==> config.mk <==
export PLATFORM = sky130hd
export DESIGN_NAME = double_ended_queue_with_search_unit_flat
export DESIGN_NICKNAME = d
export VERILOG_FILES = /design/src/sv/deq_pkg.sv /design/src/sv/deq_if.sv /design/src/sv/deq_ram.sv /design/src/sv/deq_dp.sv /design/src/sv/deq_ctrl.sv /design/src/sv/double_ended_queue_with_search_unit.sv /design/src/flat_wrapper.sv
export SDC_FILE = /design/constraint.sdc
export NUM_CORES = 1
export LEC_CHECK = 0
export BUFFER_PORTS_ARGS = -buffer_cell sky130_fd_sc_hd__buf_2
export CORE_ASPECT_RATIO = 0.7
export CORE_MARGIN = 5
export CORE_UTILIZATION = 30
export DETAILED_ROUTE_END_ITERATION = 6
export GPL_TIMING_DRIVEN = 0
export PLACE_DENSITY = 0.45
export SYNTH_ARGS = -nofsm -noshare
export SYNTH_HDL_FRONTEND = slang
export SYNTH_SLANG_ARGS = --single-unit
==> constraint.sdc <==
create_clock -name clk_i -period 8.2 [get_ports clk_i]
set_input_delay 0.82 -clock clk_i [delete_from_list [all_inputs] [get_ports clk_i]]
set_output_delay 0.82 -clock clk_i [all_outputs]
set_load 0.01 [all_outputs]
==> src/sv/deq_pkg.sv <==
package deq_pkg;

  localparam int unsigned CapacityDef  = 16;
  localparam int unsigned ValueBitsDef = 32;

  localparam int unsigned OpWidth     = 3;
  localparam int unsigned ValueWidth  = 32;
  localparam int unsigned StatusWidth = 3;
  localparam int unsigned OccWidth    = 5;

  typedef logic [OpWidth-1:0] op_t;

  localparam op_t OpAddBack     = 3'd0;
  localparam op_t OpAddFront    = 3'd1;
  localparam op_t OpRemoveFront = 3'd2;
  localparam op_t OpRemoveBack  = 3'd3;
  localparam op_t OpSearch      = 3'd4;

  typedef enum logic [StatusWidth-1:0] {
    StDone,
    StEmptyRemove,
    StFull,
    StFound,
    StNotFound,
    StEmptySearch
  } status_e;

  typedef struct packed {
    logic load_item;
    logic exec_op;
    logic search_start;
    logic search_step;
    logic push_out;
  } deq_cmd_t;

  typedef struct packed {
    logic is_search;
    logic empty;
    logic hit;
    logic last;
  } deq_sts_t;

endpackage

==> src/sv/deq_if.sv <==
interface deq_req_if;
  logic                                   valid;
  logic                                   ready;
  logic        [deq_pkg::OpWidth-1:0]     operation;
  logic signed [deq_pkg::ValueWidth-1:0]  value;

  modport source (output valid, operation, value, input ready);
  modport sink (input valid, operation, value, output ready);
endinterface

interface deq_rsp_if;
  logic                               valid;
  logic                               ready;
  logic [deq_pkg::StatusWidth-1:0]    status;
  logic [deq_pkg::OccWidth-1:0]       occupancy;

  modport source (output valid, status, occupancy, input ready);
  modport sink (input valid, status, occupancy, output ready);
endinterface

==> src/sv/deq_ram.sv <==
module deq_ram #(
  parameter int unsigned Width = 32,
  parameter int unsigned Depth = 16
) (
  input  logic                     clk_i,
  input  logic                     we_i,
  input  logic [$clog2(Depth)-1:0] addr_i,
  input  logic [Width-1:0]         wdata_i,
  output logic [Width-1:0]         rdata_o
);

  logic [Width-1:0] mem_q [Depth];
  logic [Width-1:0] rdata_q;

  always_ff @(posedge clk_i) begin
    if (we_i) begin
      mem_q[addr_i] <= wdata_i;
    end
    rdata_q <= mem_q[addr_i];
  end

  assign rdata_o = rdata_q;

endmodule

==> src/sv/deq_dp.sv <==
module deq_dp #(
  parameter int unsigned CAPACITY   = deq_pkg::CapacityDef,
  parameter int unsigned VALUE_BITS = deq_pkg::ValueBitsDef
) (
  input  logic                                  clk_i,
  input  logic                                  rst_ni,
  input  deq_pkg::deq_cmd_t                     cmd_i,
  output deq_pkg::deq_sts_t                     sts_o,
  input  logic        [deq_pkg::OpWidth-1:0]    operation_i,
  input  logic signed [deq_pkg::ValueWidth-1:0] value_i,
  output logic        [deq_pkg::StatusWidth-1:0] status_o,
  output logic        [deq_pkg::OccWidth-1:0]   occupancy_o
);

  import deq_pkg::*;

  localparam int unsigned PosW = $clog2(CAPACITY);
  localparam int unsigned CntW = $clog2(CAPACITY + 1);
  localparam int unsigned SumW = PosW + 1;

  localparam logic [CntW-1:0] CapCnt  = CntW'(CAPACITY);
  localparam logic [PosW-1:0] CapLast = PosW'(CAPACITY - 1);
  localparam logic [SumW-1:0] CapSum  = SumW'(CAPACITY);

  logic [OpWidth-1:0]    op_q;
  logic [VALUE_BITS-1:0] val_q;
  logic [PosW-1:0]       front_q, front_d;
  logic [CntW-1:0]       count_q, count_d;
  logic [PosW-1:0]       ptr_q, ptr_d;
  logic [PosW-1:0]       cmp_q, cmp_d;
  status_e               res_q, res_d;
  logic [StatusWidth-1:0] out_status_q;
  logic [OccWidth-1:0]   out_occ_q;

  logic                  full, empty, hit, last;
  logic [SumW-1:0]       back_sum;
  logic [PosW-1:0]       back_pos, front_prev, front_next, ptr_next;
  logic                  ram_we;
  logic [PosW-1:0]       ram_addr;
  logic [VALUE_BITS-1:0] ram_rdata;

  assign full       = count_q == CapCnt;
  assign empty      = count_q == '0;
  assign back_sum   = SumW'(front_q) + SumW'(count_q);
  assign back_pos   = (back_sum >= CapSum) ? PosW'(back_sum - CapSum) : PosW'(back_sum);
  assign front_prev = (front_q == '0) ? CapLast : front_q - PosW'(1);
  assign front_next = (front_q == CapLast) ? '0 : front_q + PosW'(1);
  assign ptr_next   = (ptr_q == CapLast) ? '0 : ptr_q + PosW'(1);
  assign hit        = ram_rdata == val_q;
  assign last       = CntW'(cmp_q) == (count_q - CntW'(1));

  assign sts_o.is_search = op_q == OpSearch;
  assign sts_o.empty     = empty;
  assign sts_o.hit       = hit;
  assign sts_o.last      = last;

  always_comb begin
    front_d  = front_q;
    count_d  = count_q;
    ptr_d    = ptr_q;
    cmp_d    = cmp_q;
    res_d    = res_q;
    ram_we   = 1'b0;
    ram_addr = ptr_q;
    if (cmd_i.exec_op) begin
      res_d = StDone;
      unique case (op_q)
        OpAddBack: begin
          if (full) begin
            res_d = StFull;
          end else begin
            ram_we   = 1'b1;
            ram_addr = back_pos;
            count_d  = count_q + CntW'(1);
          end
        end
        OpAddFront: begin
          if (full) begin
            res_d = StFull;
          end else begin
            ram_we   = 1'b1;
            ram_addr = front_prev;
            front_d  = front_prev;
            count_d  = count_q + CntW'(1);
          end
        end
        OpRemoveFront: begin
          if (empty) begin
            res_d = StEmptyRemove;
          end else begin
            front_d = front_next;
            count_d = count_q - CntW'(1);
          end
        end
        OpRemoveBack: begin
          if (empty) begin
            res_d = StEmptyRemove;
          end else begin
            count_d = count_q - CntW'(1);
          end
        end
        OpSearch: begin
          if (empty) begin
            res_d = StEmptySearch;
          end
        end
        default: begin
          res_d = StDone;
        end
      endcase
    end else if (cmd_i.search_start) begin
      ram_addr = front_q;
      ptr_d    = front_next;
      cmp_d    = '0;
    end else if (cmd_i.search_step) begin
      ram_addr = ptr_q;
      ptr_d    = ptr_next;
      cmp_d    = cmp_q + PosW'(1);
      if (hit) begin
        res_d = StFound;
      end else if (last) begin
        res_d = StNotFound;
      end
    end
  end

  always_ff @(posedge clk_i or negedge rst_ni) begin
    if (!rst_ni) begin
      front_q <= '0;
      count_q <= '0;
    end else begin
      front_q <= front_d;
      count_q <= count_d;
    end
  end

  always_ff @(posedge clk_i) begin
    if (cmd_i.load_item) begin
      op_q  <= operation_i;
      val_q <= VALUE_BITS'(value_i);
    end
    ptr_q <= ptr_d;
    cmp_q <= cmp_d;
    res_q <= res_d;
    if (cmd_i.push_out) begin
      out_status_q <= res_q;
      out_occ_q    <= OccWidth'(count_q);
    end
  end

  deq_ram #(
    .Width (VALUE_BITS),
    .Depth (CAPACITY)
  ) u_store (
    .clk_i   (clk_i),
    .we_i    (ram_we),
    .addr_i  (ram_addr),
    .wdata_i (val_q),
    .rdata_o (ram_rdata)
  );

  assign status_o    = out_status_q;
  assign occupancy_o = out_occ_q;

endmodule

==> src/sv/deq_ctrl.sv <==
module deq_ctrl (
  input  logic              clk_i,
  input  logic              rst_ni,
  input  logic              req_valid_i,
  output logic              req_ready_o,
  output logic              rsp_valid_o,
  input  logic              rsp_ready_i,
  input  deq_pkg::deq_sts_t sts_i,
  output deq_pkg::deq_cmd_t cmd_o
);

  import deq_pkg::*;

  localparam logic [1:0] StateIdle   = 2'd0;
  localparam logic [1:0] StateExec   = 2'd1;
  localparam logic [1:0] StateSearch = 2'd2;
  localparam logic [1:0] StateDone   = 2'd3;

  logic [1:0] state_q, state_d;
  logic       out_valid_q, out_valid_d;
  logic       out_free;

  assign req_ready_o = state_q == StateIdle;
  assign rsp_valid_o = out_valid_q;
  assign out_free    = !out_valid_q || rsp_ready_i;

  always_comb begin
    state_d = state_q;
    cmd_o   = '0;
    unique case (state_q)
      StateIdle: begin
        if (req_valid_i) begin
          cmd_o.load_item = 1'b1;
          state_d         = StateExec;
        end
      end
      StateExec: begin
        if (sts_i.is_search && !sts_i.empty) begin
          cmd_o.search_start = 1'b1;
          state_d            = StateSearch;
        end else begin
          cmd_o.exec_op = 1'b1;
          state_d       = StateDone;
        end
      end
      StateSearch: begin
        cmd_o.search_step = 1'b1;
        if (sts_i.hit || sts_i.last) begin
          state_d = StateDone;
        end
      end
      StateDone: begin
        if (out_free) begin
          cmd_o.push_out = 1'b1;
          state_d        = StateIdle;
        end
      end
      default: begin
        state_d = StateIdle;
      end
    endcase
  end

  always_comb begin
    out_valid_d = out_valid_q;
    if (cmd_o.push_out) begin
      out_valid_d = 1'b1;
    end else if (rsp_ready_i) begin
      out_valid_d = 1'b0;
    end
  end

  always_ff @(posedge clk_i or negedge rst_ni) begin
    if (!rst_ni) begin
      state_q     <= StateIdle;
      out_valid_q <= 1'b0;
    end else begin
      state_q     <= state_d;
      out_valid_q <= out_valid_d;
    end
  end

endmodule

==> src/sv/double_ended_queue_with_search_unit.sv <==
// Bounded double-ended queue of signed values with a linear search.
// Requests arrive on req_i (operation, value) and each one produces exactly
// one response on rsp_o (status, occupancy after the operation).
// Operations are add at back, add at front, remove front, remove back and
// search. Adds on a full queue and removes on an empty one change nothing and
// are flagged in the status.
// A request is taken in the Idle state and executed in the cycle after it is
// taken. Adds, removes and a search of an empty queue then pass to the Done
// state, which registers the response. A search reads the ring store one entry
// per cycle through the single RAM port until a match or the last entry held,
// so it compares at most CAPACITY entries. One request is in flight at a time.
// A finished response waits in an output register; the next request is taken
// while it waits, and a further response holds until rsp_o is ready.
// Reset empties the queue and clears the response valid; the store contents
// are not cleared and need no clearing pass.
module double_ended_queue_with_search_unit #(
  parameter int unsigned CAPACITY   = deq_pkg::CapacityDef,
  parameter int unsigned VALUE_BITS = deq_pkg::ValueBitsDef
) (
  input  logic       clk_i,
  input  logic       rst_ni,
  deq_req_if.sink    req_i,
  deq_rsp_if.source  rsp_o
);

  import deq_pkg::*;

  deq_cmd_t cmd;
  deq_sts_t sts;

  deq_ctrl u_ctrl (
    .clk_i       (clk_i),
    .rst_ni      (rst_ni),
    .req_valid_i (req_i.valid),
    .req_ready_o (req_i.ready),
    .rsp_valid_o (rsp_o.valid),
    .rsp_ready_i (rsp_o.ready),
    .sts_i       (sts),
    .cmd_o       (cmd)
  );

  deq_dp #(
    .CAPACITY   (CAPACITY),
    .VALUE_BITS (VALUE_BITS)
  ) u_dp (
    .clk_i       (clk_i),
    .rst_ni      (rst_ni),
    .cmd_i       (cmd),
    .sts_o       (sts),
    .operation_i (req_i.operation),
    .value_i     (req_i.value),
    .status_o    (rsp_o.status),
    .occupancy_o (rsp_o.occupancy)
  );

endmodule
==> src/flat_wrapper.sv <==
// flat-port wrapper written by rule: the top's interface ports become plain ports
module double_ended_queue_with_search_unit_flat import deq_pkg::*;
#(
  parameter int unsigned CAPACITY   = deq_pkg::CapacityDef,
  parameter int unsigned VALUE_BITS = deq_pkg::ValueBitsDef
)
  (clk_i, rst_ni, req_i_valid, req_i_operation, req_i_value, req_i_ready, rsp_o_valid, rsp_o_status, rsp_o_occupancy, rsp_o_ready);
  deq_req_if req_i_i ();
  deq_rsp_if rsp_o_i ();
  input  logic clk_i;
  input  logic rst_ni;
  input wire logic [$bits(req_i_i.valid)-1:0] req_i_valid;
  input wire logic [$bits(req_i_i.operation)-1:0] req_i_operation;
  input wire logic [$bits(req_i_i.value)-1:0] req_i_value;
  output wire logic [$bits(req_i_i.ready)-1:0] req_i_ready;
  output wire logic [$bits(rsp_o_i.valid)-1:0] rsp_o_valid;
  output wire logic [$bits(rsp_o_i.status)-1:0] rsp_o_status;
  output wire logic [$bits(rsp_o_i.occupancy)-1:0] rsp_o_occupancy;
  input wire logic [$bits(rsp_o_i.ready)-1:0] rsp_o_ready;
  assign req_i_i.valid = req_i_valid;
  assign req_i_i.operation = req_i_operation;
  assign req_i_i.value = req_i_value;
  assign req_i_ready = req_i_i.ready;
  assign rsp_o_valid = rsp_o_i.valid;
  assign rsp_o_status = rsp_o_i.status;
  assign rsp_o_occupancy = rsp_o_i.occupancy;
  assign rsp_o_i.ready = rsp_o_ready;
  double_ended_queue_with_search_unit #(.CAPACITY(CAPACITY), .VALUE_BITS(VALUE_BITS)) u_core (.clk_i(clk_i), .rst_ni(rst_ni), .req_i(req_i_i), .rsp_o(rsp_o_i));
endmodule
* Yosys cells after proc, flatten, opt, wreduce, memory -nomap -nowiden *
Memories as Yosys holds them, arrays and structs flattened. A register that Yosys moved wholly into a read port is not among the register bits.
Cells that the tools add are included.

word-level totals
  memories kept = 1
  logic and storage cells = 111
  output and inout bits = 10
  input bits = 39
  flip-flop bits (word level) = 66
  RAM bits = 512

cells by class
  reductions and logical operators = 22
  eq/ne operators = 20
  add/sub/neg operators = 8
  order comparisons = 1
  bitwise logic cells = 1
  muxes and demuxes = 47

memories
  name                       words  width  read ports  clocked after memory_dff  write ports  RTL line       source
  u_core.u_dp.u_store.mem_q  16     32     1           1                         1            deq_ram.sv:12  logic [Width-1:0] mem_q [Depth];

operator list
  cell                                                                count
  4-bit 2-to-1 mux                                                    13
  32-bit == test                                                      1
  3-bit 2-to-1 mux                                                    6
  1-bit 2-to-1 mux                                                    16
  4-bit one-hot mux with 2 select lines                               2
  2-bit inequality test, second input constant                        7
  4-bit by 1-bit adder with 4-bit output, second input constant       3
  2-bit 2-to-1 mux                                                    5
  5-bit 2-to-1 mux                                                    2
  5-bit one-hot mux with 2 select lines                               1
  2-bit nonzero test                                                  5
  3-bit one-hot mux with 3 select lines                               1
  4-bit == test, second input constant                                2
  2-bit one-hot mux with 4 select lines                               1
  4-bit AND reduction                                                 2
  4-bit by 1-bit subtractor with 4-bit output, second input constant  2
  3-bit by 2-bit == test with 1-bit output, second input constant     2
  3-bit AND reduction                                                 2
  4-bit by 5-bit adder with 5-bit output                              1
  5-bit by 1-bit adder with 5-bit output, second input constant       1
  4-bit by 5-bit == test with 1-bit output                            1
  5-bit == test, second input constant                                1
  5-bit greater-or-equal comparator, second input constant            1
  5-bit zero test                                                     1
  other kinds (16)                                                    20

* Longest topological paths before layout *
  depth in word-level cells = 8
  mapped depth = 13
  gate-level depth less buffers = 9

* Hierarchy *
From an unflattened synthesis, not the netlist that was laid out.

second synthesis, totals
  cell total of the unflattened synthesis = 1134
  area total of the unflattened synthesis = 23422.5 um^2

by module, submodules not included
  module    cells each  sequential area each (um^2)  area each (um^2)  times used
  deq_ram   840         16015.4                      19862.8           1
  deq_dp    266         1846.8                       3305.7            1
  deq_ctrl  28          75.1                         254.0             1

* Worst setup path before layout *
No wires, ideal clock.

  path kind = register -> register
  start = register u_core.u_dp.count_q[0]
  end = memory u_core.u_dp.u_store.mem_q[2][0], enable pin
  setup slack = 2.305 ns
  setup time = 0.501 ns
  path buffers = 3
  stages on the path, launching flop included = 12
  required time = 7.699 ns
  arrival time = 5.394 ns
  period minus slack after synthesis = 5.895 ns
  cells stage by stage = dfrtp_1 -> inv_1 -> ha_1 -> or4b_4 -> nand3_1 -> buf_2 -> nand2_1 -> o221ai_1 -> nand2b_1 -> clkbuf_1 -> clkbuf_1 -> nor4_1

between the ends
  word-level cells in the longest chain between the ends = 8
  elaborated cells between the ends (all ways) = 21
  classes of those cells = add/sub (2); order compare (1); eq/ne (1); mux (14); reduce/logical (3)

RTL lines
  what                                                                                            RTL line       source
  from (decl)                                                                                     deq_dp.sv:28   logic [CntW-1:0] count_q, count_d;
  from (signal assigned)                                                                          deq_dp.sv:133  count_q <= count_d;
  parallel branches: the longest is 8 deep, another holds 4-bit by 5-bit adder with 5-bit output  --
  to (decl)                                                                                       deq_ram.sv:12

Several ways; the timed one is not identified.

* Worst setup path in the final report *
  start = register u_core.u_dp.count_q[0]
  end = memory u_core.u_dp.u_store.mem_q[6][29], enable pin

Same word-level chain as after synthesis.

==> flow_results.xml <==
<?xml version="1.0" encoding="UTF-8"?>
<metrics>
  <group name="outcome">
    <metric name="run_status" unit="">complete, no violations</metric>
  </group>
  <group name="detailed_routing">
    <metric name="wire_per_inst" unit="um">24.28</metric>
    <metric name="detailed_route_wl" unit="um">61590</metric>
    <metric name="final_antenna_net_count" unit="">0</metric>
    <metric name="first_pass_iters" unit="">6</metric>
    <metric name="drc_errors" unit="">0</metric>
    <metric name="dr_total_vias" unit="">12870</metric>
    <metric name="drt-initial-drc-count" unit="">1532</metric>
    <metric name="vias_per_cell" unit="">5.073</metric>
  </group>
  <group name="finish">
    <metric name="drive_gt1_share" unit="%">14.09</metric>
    <metric name="post_layout_nonfiller_instances" unit="">2536</metric>
    <metric name="postLayoutCellArea" unit="sq um">26660</metric>
    <metric name="num-nets-final" unit="">1550</metric>
    <metric name="flow.area_growth_from_synthesis" unit="%">17.73</metric>
    <metric name="antenna-diode-count" unit="">0</metric>
    <metric name="postLayoutCoreUtil" unit="%">35.58</metric>
  </group>
  <group name="floorplan">
    <metric name="dieWidth" unit="um">338.4</metric>
    <metric name="initial_core_utilization" unit="%">30.22</metric>
    <metric name="die_outline_area" unit="sq um">81180</metric>
    <metric name="die_height" unit="um">239.9</metric>
    <metric name="floorplan.core_area" unit="sq um">74940</metric>
    <metric name="placementRows" unit="">84</metric>
    <metric name="io_pins" unit="">49</metric>
  </group>
  <group name="cts">
    <metric name="tritoncts" unit="">built</metric>
    <metric name="clock_path_buffers" unit="">3</metric>
    <metric name="root_buffer" unit="">sky130_fd_sc_hd__clkbuf_16</metric>
    <metric name="clock_buffers_created_by_tritoncts" unit="">60</metric>
    <metric name="post_cts_buffers" unit="">0</metric>
    <metric name="postCtsResizedCells" unit="">0</metric>
    <metric name="ctsHtreeMaxLevel" unit="">2</metric>
    <metric name="cts.clk_slew.worst_paths" unit="ps">70</metric>
    <metric name="hold_buffers" unit="">0</metric>
    <metric name="cts.sink_count" unit="">610</metric>
    <metric name="clkLatencyLatePin" unit="ps">620</metric>
  </group>
  <group name="power_and_ir_drop">
    <metric name="clockPowerShare" unit="%">28.8</metric>
    <metric name="irDropWorstVdd" unit="V">0.0002287</metric>
    <metric name="switching_share" unit="%">34.53</metric>
    <metric name="p_leak" unit="nW">8.429</metric>
    <metric name="post-layout-total-power" unit="mW">9.704</metric>
    <metric name="pwr-share-comb" unit="%">29.4</metric>
    <metric name="powerDensity" unit="nW/um^2">364.0</metric>
    <metric name="total_switching_power" unit="mW">3.351</metric>
    <metric name="share_seq_of_total_power" unit="%">41.7</metric>
    <metric name="internal_power" unit="mW">6.353</metric>
  </group>
  <group name="setup_path">
    <metric name="worstSetupEndpoint" unit="">u_core.u_dp.u_store.mem_q[6][29]$_DFFE_PP_</metric>
    <metric name="arr_time_crit_path" unit="ps">5240</metric>
    <metric name="regToRegSetupSlack" unit="ps">3280</metric>
    <metric name="setup.worst_path.start" unit="">u_core.u_dp.count_q[0]$_DFFE_PN0P_</metric>
    <metric name="reg2reg_to" unit="">u_core.u_dp.u_store.mem_q[6][29]$_DFFE_PP_</metric>
    <metric name="timing.setup.critical_path_class" unit="">reg2reg</metric>
    <metric name="critical_path.max_fanout" unit="">10</metric>
    <metric name="crit_path_end_kind" unit="">register</metric>
    <metric name="start_kind" unit="">register</metric>
    <metric name="critical_path.reg2reg.startpoint" unit="">u_core.u_dp.count_q[0]$_DFFE_PN0P_</metric>
    <metric name="data_required_critical_path" unit="ps">8520</metric>
    <metric name="r2r.worst_path.cells" unit="">12</metric>
  </group>
  <group name="timing">
    <metric name="timing.fmax" unit="GHz">0.2031</metric>
    <metric name="final_hold_viol_count" unit="">0</metric>
    <metric name="rsz0062_at_grt" unit="">no</metric>
    <metric name="worst-slew-pin-transition" unit="ps">1184</metric>
    <metric name="setup_viol_count_final" unit="">0</metric>
    <metric name="fin_crit" unit="ps">4925</metric>
    <metric name="final.setup.tns" unit="ps">0</metric>
    <metric name="final_critical_path_setup_slack" unit="ps">3275</metric>
    <metric name="skew" unit="ps">16.39</metric>
    <metric name="fin_hold_ws" unit="ps">86.43</metric>
    <metric name="final_slew_violations" unit="">0</metric>
    <metric name="timing.slew.headroom" unit="%">20.23</metric>
    <metric name="final.period_utilization" unit="%">60.06</metric>
  </group>
  <group name="synth">
    <metric name="postSynth.topFlopCell" unit="">sky130_fd_sc_hd__edfxtp_1</metric>
    <metric name="synth-seq-cells" unit="">610</metric>
    <metric name="synthesis.yosys.warnings" unit="">0</metric>
    <metric name="synth_area" unit="sq um">22650</metric>
    <metric name="average_footprint_of_a_synthesized_cell" unit="sq um">16.74</metric>
    <metric name="synth_sequential_area_ratio" unit="%">79.20</metric>
    <metric name="postSynthCellCount" unit="">1353</metric>
    <metric name="synth-edff-count" unit="">566</metric>
    <metric name="synth-async-reset-ratio" unit="%">1.967</metric>
    <metric name="yosys.cell_types.count" unit="">58</metric>
    <metric name="synth_nets" unit="">1406</metric>
  </group>
  <group name="global_route">
    <metric name="grt_max_degree" unit="">26</metric>
    <metric name="number_of_antenna_violations_at_the_first_check_in_global_routing" unit="">2</metric>
    <metric name="overflow" unit="">0</metric>
    <metric name="vias_in_the_first_global_route" unit="">12820</metric>
    <metric name="grt_pass1_wl" unit="um">89870</metric>
    <metric name="gr-usage-all-layers" unit="%">14.93</metric>
  </group>
  <group name="place">
    <metric name="place.port_buffers" unit="">48</metric>
    <metric name="place.detailed.instances" unit="">2424</metric>
    <metric name="place_worst_setup_slack" unit="ps">3349</metric>
    <metric name="place.gp.congestion" unit="">0.7870</metric>
    <metric name="detailed_place_hpwl" unit="um">39670</metric>
    <metric name="placedInstanceArea" unit="sq um">24670</metric>
  </group>
  <group name="run">
    <metric name="maxCapViolCount" unit="">0</metric>
  </group>
  <group name="hold_path">
    <metric name="min-delay-path-class" unit="">in2async</metric>
  </group>
</metrics>
==> worst max-delay path, cell delays in order, from the launching register on <==
cell and delay, ps:
sky130_fd_sc_hd__dfrtp_1 510, sky130_fd_sc_hd__inv_1 150, sky130_fd_sc_hd__ha_1 320, sky130_fd_sc_hd__nor4b_1 810, sky130_fd_sc_hd__nor3_1 110, sky130_fd_sc_hd__a31oi_1 170
sky130_fd_sc_hd__o21ai_0 190, sky130_fd_sc_hd__nand2b_1 210, sky130_fd_sc_hd__clkbuf_1 310, sky130_fd_sc_hd__buf_1 500, sky130_fd_sc_hd__nor4_2 800, sky130_fd_sc_hd__buf_4 310
sky130_fd_sc_hd__buf_4 200
==> cell type report <==
class	count	area (sq um)
Buffer	82	389.1
Clock buffer	80	1627
Clock inverter	32	369.1
Fill cell	7063	48270
Inverter	9	33.78
Multi-Input combinational cell	652	4404
Sequential cell	610	17940
Tap cell	989	1237
Timing Repair Buffer	82	665.6
==> how the worst min path moves through the flow <==
stage                     slack, ps                           start  cells past startpoint                                  to
after floorplan                 400  u_core.u_dp.res_q[0]$_DFFE_PP_                      0   u_core.u_dp.status_o[0]$_DFFE_PP_
after global placement          430  u_core.u_dp.res_q[0]$_DFFE_PP_                      0   u_core.u_dp.status_o[0]$_DFFE_PP_
after detailed placement        420  u_core.u_dp.res_q[0]$_DFFE_PP_                      0   u_core.u_dp.status_o[0]$_DFFE_PP_
after CTS                        50                          rst_ni                      1  u_core.u_dp.count_q[0]$_DFFE_PN0P_
after global routing             80                          rst_ni                      1  u_core.u_dp.count_q[0]$_DFFE_PN0P_
final                            90                          rst_ni                      1  u_core.u_dp.count_q[0]$_DFFE_PN0P_
==> kinds of logic (layout without fill, tap and decap cells) <==
group	Yosys count	in the layout	synth area share (%)
xor gates and xnor gates	53	53	2.050
muxes	5	5	0.2375
DFF	610	610	79.20
adders and majority gates	14	14	0.8066
buffers and inverters	91	285	1.867
and+or+nand+nor	270	270	5.652
AOI/OAI and AO/OA	310	310	10.19
==> cells in the mapped netlist, drive strengths merged, types with 3 or more instances <==
master	n	area (sq um)
dfrtp	12	300.3
nand2	161	604.3
mux2	3	33.78
a222oi	128	1281
nand4	9	56.30
ha	13	162.7
buf	26	178.9
a21o	3	22.52
nor2	24	90.09
xnor2	44	385.4
inv	9	33.78
nor3	5	25.02
o21ai	16	80.08
or4	32	240.2
and2	4	25.02
nor3b	4	30.03
a21boi	3	22.52
a21oi	131	655.6
xor2	9	78.83
clkbuf	56	210.2
nand3	6	30.03
nor2b	4	25.02
a31oi	4	25.02
edfxtp	566	17000
dfxtp	32	640.6
a311oi	3	26.28
nand2b	7	43.79
nor4	6	37.54
==> routing by layer <==
| metal | routed length [um] | GRT usage (%) | vias up |
|---|---|---|---|
| li1 | - | - | 5797 |
| met1 | 30190 | 23.10 | 6507 |
| met2 | 25430 | 21.35 | 473 |
| met3 | 4747 | 3.104 | 89 |
| met4 | 1220 | 3.723 | 0 |
| met5 | 0 | 0 | - |
==> flip-flops by register name (all words and copies together) (netlist names) <==
signal / flops
u_core.u_dp.occupancy_o: 5
u_core.u_dp.front_q: 4
u_core.u_ctrl.rsp_valid_o: 1
u_core.u_dp.cmp_q: 4
u_core.u_dp.count_q: 5
u_core.u_dp.res_q: 3
u_core.u_dp.u_store.mem_q: 512
u_core.u_dp.ptr_q: 4
u_core.u_ctrl.state_q: 2
u_core.u_dp.status_o: 3
u_core.u_dp.u_store.rdata_o: 32
u_core.u_dp.op_q: 3
u_core.u_dp.val_q: 32
==> power groups by stage <==
stage | sequential [mW] | combinational, mW | clock [mW]
floorplan | 4.03 | 1.72 | 0
global placement | 4.12 | 2.79 | 0
detailed placement | 4.12 | 2.84 | 0
CTS | 4.06 | 2.86 | 2.88
global route | 4.09 | 3.11 | 2.99
finish | 4.05 | 2.86 | 2.80
==> cells in the final DEF (no fill, tap or decap), types with 4 or more instances in the layout <==
| master | instances |
|---|---|
| sky130_fd_sc_hd__clkbuf_1 | 71 |
| sky130_fd_sc_hd__nor3b_1 | 4 |
| sky130_fd_sc_hd__nor2b_1 | 4 |
| sky130_fd_sc_hd__dfxtp_1 | 32 |
| sky130_fd_sc_hd__clkinv_1 | 8 |
| sky130_fd_sc_hd__buf_4 | 19 |
| sky130_fd_sc_hd__clkinv_2 | 8 |
| sky130_fd_sc_hd__xor2_1 | 9 |
| sky130_fd_sc_hd__o21ai_0 | 16 |
| sky130_fd_sc_hd__clkbuf_8 | 5 |
| sky130_fd_sc_hd__nand3_1 | 6 |
| sky130_fd_sc_hd__a21oi_1 | 131 |
| sky130_fd_sc_hd__nor4_2 | 4 |
| sky130_fd_sc_hd__a222oi_1 | 128 |
| sky130_fd_sc_hd__buf_2 | 59 |
| sky130_fd_sc_hd__ha_1 | 13 |
| sky130_fd_sc_hd__clkbuf_16 | 60 |
| sky130_fd_sc_hd__nor2_4 | 12 |
| sky130_fd_sc_hd__edfxtp_1 | 566 |
| sky130_fd_sc_hd__buf_1 | 6 |
| sky130_fd_sc_hd__buf_12 | 13 |
| sky130_fd_sc_hd__nand2b_1 | 7 |
| sky130_fd_sc_hd__dfrtp_1 | 12 |
| sky130_fd_sc_hd__nor3_1 | 5 |
| sky130_fd_sc_hd__or4_1 | 32 |
| sky130_fd_sc_hd__xnor2_1 | 44 |
| sky130_fd_sc_hd__nand4_1 | 9 |
| sky130_fd_sc_hd__inv_1 | 9 |
| sky130_fd_sc_hd__clkinvlp_4 | 4 |
| sky130_fd_sc_hd__buf_6 | 11 |
| sky130_fd_sc_hd__nand2_1 | 161 |
| sky130_fd_sc_hd__a31oi_1 | 4 |
| sky130_fd_sc_hd__bufinv_16 | 7 |
| sky130_fd_sc_hd__nor2_1 | 12 |
(Power assumes the default switching activity.)
